$ cat src/hw/rtl/tdoa_pkg.sv
// Package with the shared types, constants and the reset anchor layout.
package tdoa_pkg;

    localparam int AnchorCount = 8;
    localparam int IdxW = 3;
    localparam int CoordW = 16;
    localparam int SqW = 34;
    localparam int DistW = 18;
    localparam int RootSteps = 17;

    typedef logic signed [CoordW-1:0] t_coord;

    typedef struct packed {
        t_coord z;
        t_coord y;
        t_coord x;
    } t_pos;

    typedef enum logic {
        KIND_LOAD    = 1'b0,
        KIND_MEASURE = 1'b1
    } t_kind;

    function automatic t_pos reset_pos(input logic [IdxW-1:0] idx);
        t_pos p;
        p.x = idx[1] ? 16'sd896 : -16'sd896;
        p.y = (idx[0] ^ idx[1]) ? 16'sd1152 : -16'sd1152;
        p.z = (idx[0] ^ idx[2]) ? 16'sd768 : 16'sd51;
        return p;
    endfunction

endpackage

$ cat src/hw/rtl/tdoa_sqrt.sv
// Pipelined floor square root, up to two result bits resolved per register stage.
module tdoa_sqrt (
    input  logic                      i_clk,
    input  logic                      i_rst_n,
    input  logic                      i_en,
    input  logic                      i_valid,
    input  logic [tdoa_pkg::SqW-1:0]  i_rad,
    input  logic [5:0]                i_tag,
    output logic                      o_valid,
    output logic [tdoa_pkg::RootSteps-1:0] o_root,
    output logic [5:0]                o_tag
);
    import tdoa_pkg::*;

    localparam int Stages = (RootSteps + 1) / 2;
    localparam int RemW = RootSteps + 2;

    logic [SqW-1:0]       r_rad  [1:Stages];
    logic [RemW-1:0]      r_rem  [1:Stages];
    logic [RootSteps-1:0] r_root [1:Stages];
    logic [5:0]           r_tag  [1:Stages];
    logic [Stages:1]      r_vld;

    for (genvar s = 0; s < Stages; s++) begin : g_st
        logic [SqW-1:0]       c_rad;
        logic [RemW-1:0]      c_rem;
        logic [RootSteps-1:0] c_root;
        logic [5:0]           c_tag;
        logic                 c_vld;
        logic [SqW-1:0]       n_rad;
        logic [RemW-1:0]      n_rem;
        logic [RootSteps-1:0] n_root;

        if (s == 0) begin : g_first
            assign c_rad  = i_rad;
            assign c_rem  = '0;
            assign c_root = '0;
            assign c_tag  = i_tag;
            assign c_vld  = i_valid;
        end else begin : g_next
            assign c_rad  = r_rad[s];
            assign c_rem  = r_rem[s];
            assign c_root = r_root[s];
            assign c_tag  = r_tag[s];
            assign c_vld  = r_vld[s];
        end

        always_comb begin
            logic [RemW-1:0] trial;
            n_rad  = c_rad;
            n_rem  = c_rem;
            n_root = c_root;
            trial  = '0;
            for (int k = 0; k < 2; k++) begin
                if (s * 2 + k < RootSteps) begin
                    n_rem = {n_rem[RemW-3:0], n_rad[SqW-1 -: 2]};
                    n_rad = {n_rad[SqW-3:0], 2'b00};
                    trial = {n_root, 2'b01};
                    if (n_rem >= trial) begin
                        n_rem  = n_rem - trial;
                        n_root = {n_root[RootSteps-2:0], 1'b1};
                    end else begin
                        n_root = {n_root[RootSteps-2:0], 1'b0};
                    end
                end
            end
        end

        always_ff @(posedge i_clk) begin
            if (!i_rst_n) begin
                r_vld[s+1] <= 1'b0;
            end else if (i_en) begin
                r_vld[s+1] <= c_vld;
            end
            if (i_en) begin
                r_rad[s+1]  <= n_rad;
                r_rem[s+1]  <= n_rem;
                r_root[s+1] <= n_root;
                r_tag[s+1]  <= c_tag;
            end
        end
    end

    assign o_valid = r_vld[Stages];
    assign o_root  = r_root[Stages];
    assign o_tag   = r_tag[Stages];
endmodule

$ cat config.mk
export PLATFORM = sky130hd
export DESIGN_NAME = tdoa_sqrt
export DESIGN_NICKNAME = d
export VERILOG_FILES = /design/src/hw/rtl/tdoa_pkg.sv /design/src/hw/rtl/tdoa_sqrt.sv
export SDC_FILE = /design/constraint.sdc
export NUM_CORES = 1
export LEC_CHECK = 0
export BUFFER_PORTS_ARGS = -buffer_cell sky130_fd_sc_hd__buf_4
export CAP_MARGIN = 20
export CORE_MARGIN = 3
export CORE_UTILIZATION = 55
export CTS_BUF_LIST = sky130_fd_sc_hd__clkbuf_4
export DETAILED_ROUTE_END_ITERATION = 16
export PLACE_DENSITY = 0.72
export SLEW_MARGIN = 20
export SYNTH_ARGS = -nofsm -noshare
export SYNTH_HDL_FRONTEND = slang
export SYNTH_SLANG_ARGS = --single-unit
$ cat constraint.sdc
create_clock -name i_clk -period 14.65 [get_ports i_clk]
set_input_delay 0.7325 -clock i_clk [delete_from_list [all_inputs] [get_ports i_clk]]
set_output_delay 0.7325 -clock i_clk [all_outputs]
set_load 0.01 [all_outputs]
==> key figures <==
Outcome
  • Result of the run: finished clean

Finish
  • Finished Cell Area: 25,900 sq um
  • Net count, final: 2,444
  • Layout Area Growth over Synthesis: 11.3%
  • Footprint of the flip-flops and latches: 12,200 sq um
  • Final core utilization: 62.7%
  • Share of layout cells above drive strength 1: 13.3%
  • Area of the multi-input gates: 10,400 sq um
  • Leading cell types in the layout, fill and taps excluded: edfxtp_1 (400), ha_1 (167), nor2_1 (156)
  • Non-filler cells, final: 2,836
  • Most common library cell in the layout ignoring fill and taps: edfxtp_1
  • Total of fill cells in the finished design: 3,305

Route
  • Antenna Nets Post-Route: 0
  • Wire length per cell after detailed routing: 17.6 um
  • Starting DRC count in detailed routing: 1,277
  • Via density per instance: 5.83
  • Detailed-route DRC error count: 0
  • Number of detailed-routing iterations run before antenna repair: 5
  • DR vias: 16.5k
  • Detailed Route WL: 50,000 um

CTS
  • Later-pin clock latency in the skew report: 830 ps
  • CTS tree: yes
  • Maximum clock insertion buffer count: 3
  • TritonCTS buffer count: 102
  • Clock transition at the register clock pins on the worst setup and hold paths after CTS: 70 ps
  • H-Tree Level Count: 3
  • CTS Root Buffer Type: clkbuf_4
  • Number of clock sinks: 409
  • Post_cts resized: 0

Power
  • Sw power: 0.00145 W
  • Worst supply voltage drop on vdd: 0.0973 mV
  • Clock power frac: 22.7%
  • Leakage: 10.4 nW
  • Comb pwr share: 38.1%
  • Switching Fraction: 34.8%
  • Internal power: 0.00273 W
  • Sequential share of power: 39.2%
  • Power Dens Cells: 162 nW/um^2

Floorplan
  • Ports placed on the boundary: 68
  • Floorplan die height: 212 um
  • Row cnt: 74
  • Initial core utilization: 56.4%
  • Die area: 44,800 sq um
  • Core area: 41,300 sq um
  • Horizontal die dimension: 212 um

GRT
  • Wire length of the first global-routing pass: 79,800 um
  • Maximum number of pins on one net before global-route repair: 114
  • Global-route usage over all layers: 22.2%
  • Initial antenna violation count: 1
  • Via count of the first global-routing pass: 16.0k
  • Overflow left after global routing: 0

STA
  • Worst-case headroom to the max-slew limit: 31.5%
  • Worst Tran Pin Value: 1030 ps
  • Setup tns final: 0 ps
  • Final count of hold timing violations: 0
  • Fmax: 0.150 GHz
  • Tmin final: 6670 ps
  • Setup WS post-layout: 7980 ps
  • Final setup violation count: 0
  • Layout Skew: 45.4 ps
  • Setup repair after global routing missed its margin: false
  • Final period util: 45.5%
  • Number of max-slew violations in the final report: 0

Critical path
  • Crit path kind: reg2reg
  • Data required time at the worst endpoint: 15,210 ps
  • CP top delay family: compound AO/OA/AOI/OAI gates
  • Slowest cell on the critical path: a311o_1
  • Crit path cell chain: inv_1 > ha_1 > nand3_1 > nor4_1 > or2_2 > a311o_1 > clkinv_1 > o31ai_1 > ha_1 > a211oi_1 > o211ai_1 > a311oi_1 > o211ai_1 > nor2_1 > buf_4 > inv_1 > mux2_2
  • Setup crit start kind: register
  • Arrival time reported for the critical path endpoint: 7230 ps
  • Critical path endpoint category: register
  • Number of buffers and inverters on the critical path: 4
  • Worst path max stage delay: 720 ps
  • Max Fanout on Critical Path: 20

Flow run
  • Number of maximum-capacitance constraint violations: 0

Placed design
  • Post-detail-place hpwl: 36,400 um
  • Port Buf Inserts: 67
  • Number of placed cells counting well taps: 2,639
  • Area after DPL: 24,400 sq um
  • Pre-CTS setup slack: 8050 ps
  • Final estimated routing congestion in global placement: 0.914

Synth
  • Number of distinct standard cells referenced by the synthesized netlist: 88
  • Flop and latch count out of synthesis: 409
  • Cells after Synth: 2,065
  • Top FF cell, synth: edfxtp_1
  • Ys async rst share: 0%
  • Post-synth design cell area: 23,300 sq um
  • Number of enable flip-flop cells after synthesis: 400
  • Yosys synthesis warning count: 0
  • Post-synthesis average cell area: 11.3 sq um
  • Register area share after synthesis: 52.4%

Worst hold path
  • Path category of the worst min-delay check: in2reg
stage by stage:
stage | power [W] | hold slack [ps]
2_1_floorplan | 0.00283 | 400
3_3_place_gp | 0.00317 | 400
3_5_place_dp | 0.00322 | 405
4_1_cts | 0.00420 | 0.330
5_1_grt | 0.00447 | 38.0
6_report | 0.00418 | 97.9
synth_stat cells (all sizes together), types with 11 or more instances:
cell,n,area [sq um]
edfxtp,400,12000
ha,167,2090
nor2,156,586
inv,144,541
nand2,137,517
a21oi,126,631
xnor2,108,946
o21ai,107,536
xor2,52,455
nor3,50,267
a21o,48,360
nand3,42,210
o21a,40,300
mux2,37,417
nor2b,32,200
a211oi,26,200
nand2b,26,165
nand4,22,144
o31ai,21,163
or3,21,131
clkbuf,20,75.1
nor4,17,113
and2,16,100
mux2i,16,173
o211ai,15,113
and3,14,87.6
buf,14,81.3
a31oi,13,81.3
or2,13,81.3
nand3b,12,90.1
o21bai,11,82.6
o31a,11,96.3
worst paths after layout:
check                          start                       to  slack, ps  cells after the start
max          r_root[0][91]$_DFFE_PP_  r_rem[0][126]$_DFFE_PP_       7980                     17
min reg2reg   r_rad[0][80]$_DFFE_PP_  r_rad[0][116]$_DFFE_PP_        400                      0
min                        i_rad[15]   r_rad[0][49]$_DFFE_PP_        100                      1
max reg2reg  r_root[0][91]$_DFFE_PP_  r_rem[0][126]$_DFFE_PP_       7980                     17
flip-flops by register name, indices dropped and copies added (netlist names):
name and flops:
r_rad 128, r_rem 129, o_valid 1, r_root 89, r_tag 54, g_st.c_vld 8
metal layers:
metal  track usage [%]  vias up  wire [um]
met3              3.97       91       2630
met4              8.24        0       1160
li1                  -     8112          -
met2              34.9      508      22700
met5                 0        -          0
met1              31.1     7820      23500
power groups by stage:
stage | registers, W | clock network [W] | logic [W]
global placement | 0.00166 | 0 | 0.00151
floorplan | 0.00162 | 0 | 0.00121
detailed placement | 0.00167 | 0 | 0.00155
global route | 0.00166 | 0.00105 | 0.00177
CTS | 0.00164 | 0.000990 | 0.00157
finish | 0.00164 | 0.000950 | 0.00159
layout make-up:
cell class / count / share of cell area, %
diodes: 1 / 0.00966
clock buffers: 152 / 4.41
clock inverters: 22 / 0.638
inverters: 146 / 2.12
multi-input cells: 1477 / 40.1
flip-flops and latches: 409 / 47.1
well taps: 532 / 2.57
repair buffers: 97 / 3.07
cells by family (layout without fill, tap and decap cells):
group	count (synthesis)	count (layout)	share of synthesized area, %
flip-flops	409	409	52.4
XOR/XNOR	160	160	6.02
other	1	3	0.0161
adder cells (fa/ha/maj)	167	167	8.98
AND/OR/NAND/NOR	597	597	13.0
AO/OA/AOI/OAI	498	498	14.0
multiplexers	53	53	2.53
buffers and inverters	180	417	3.03
timing repair:
action                                 CTS  global route
setup endpoints to repair                0             0
hold buffers                            22             0
buffers inserted                         0             0
endpoints found under the hold margin   22             0
(Power assumes the default switching activity.)
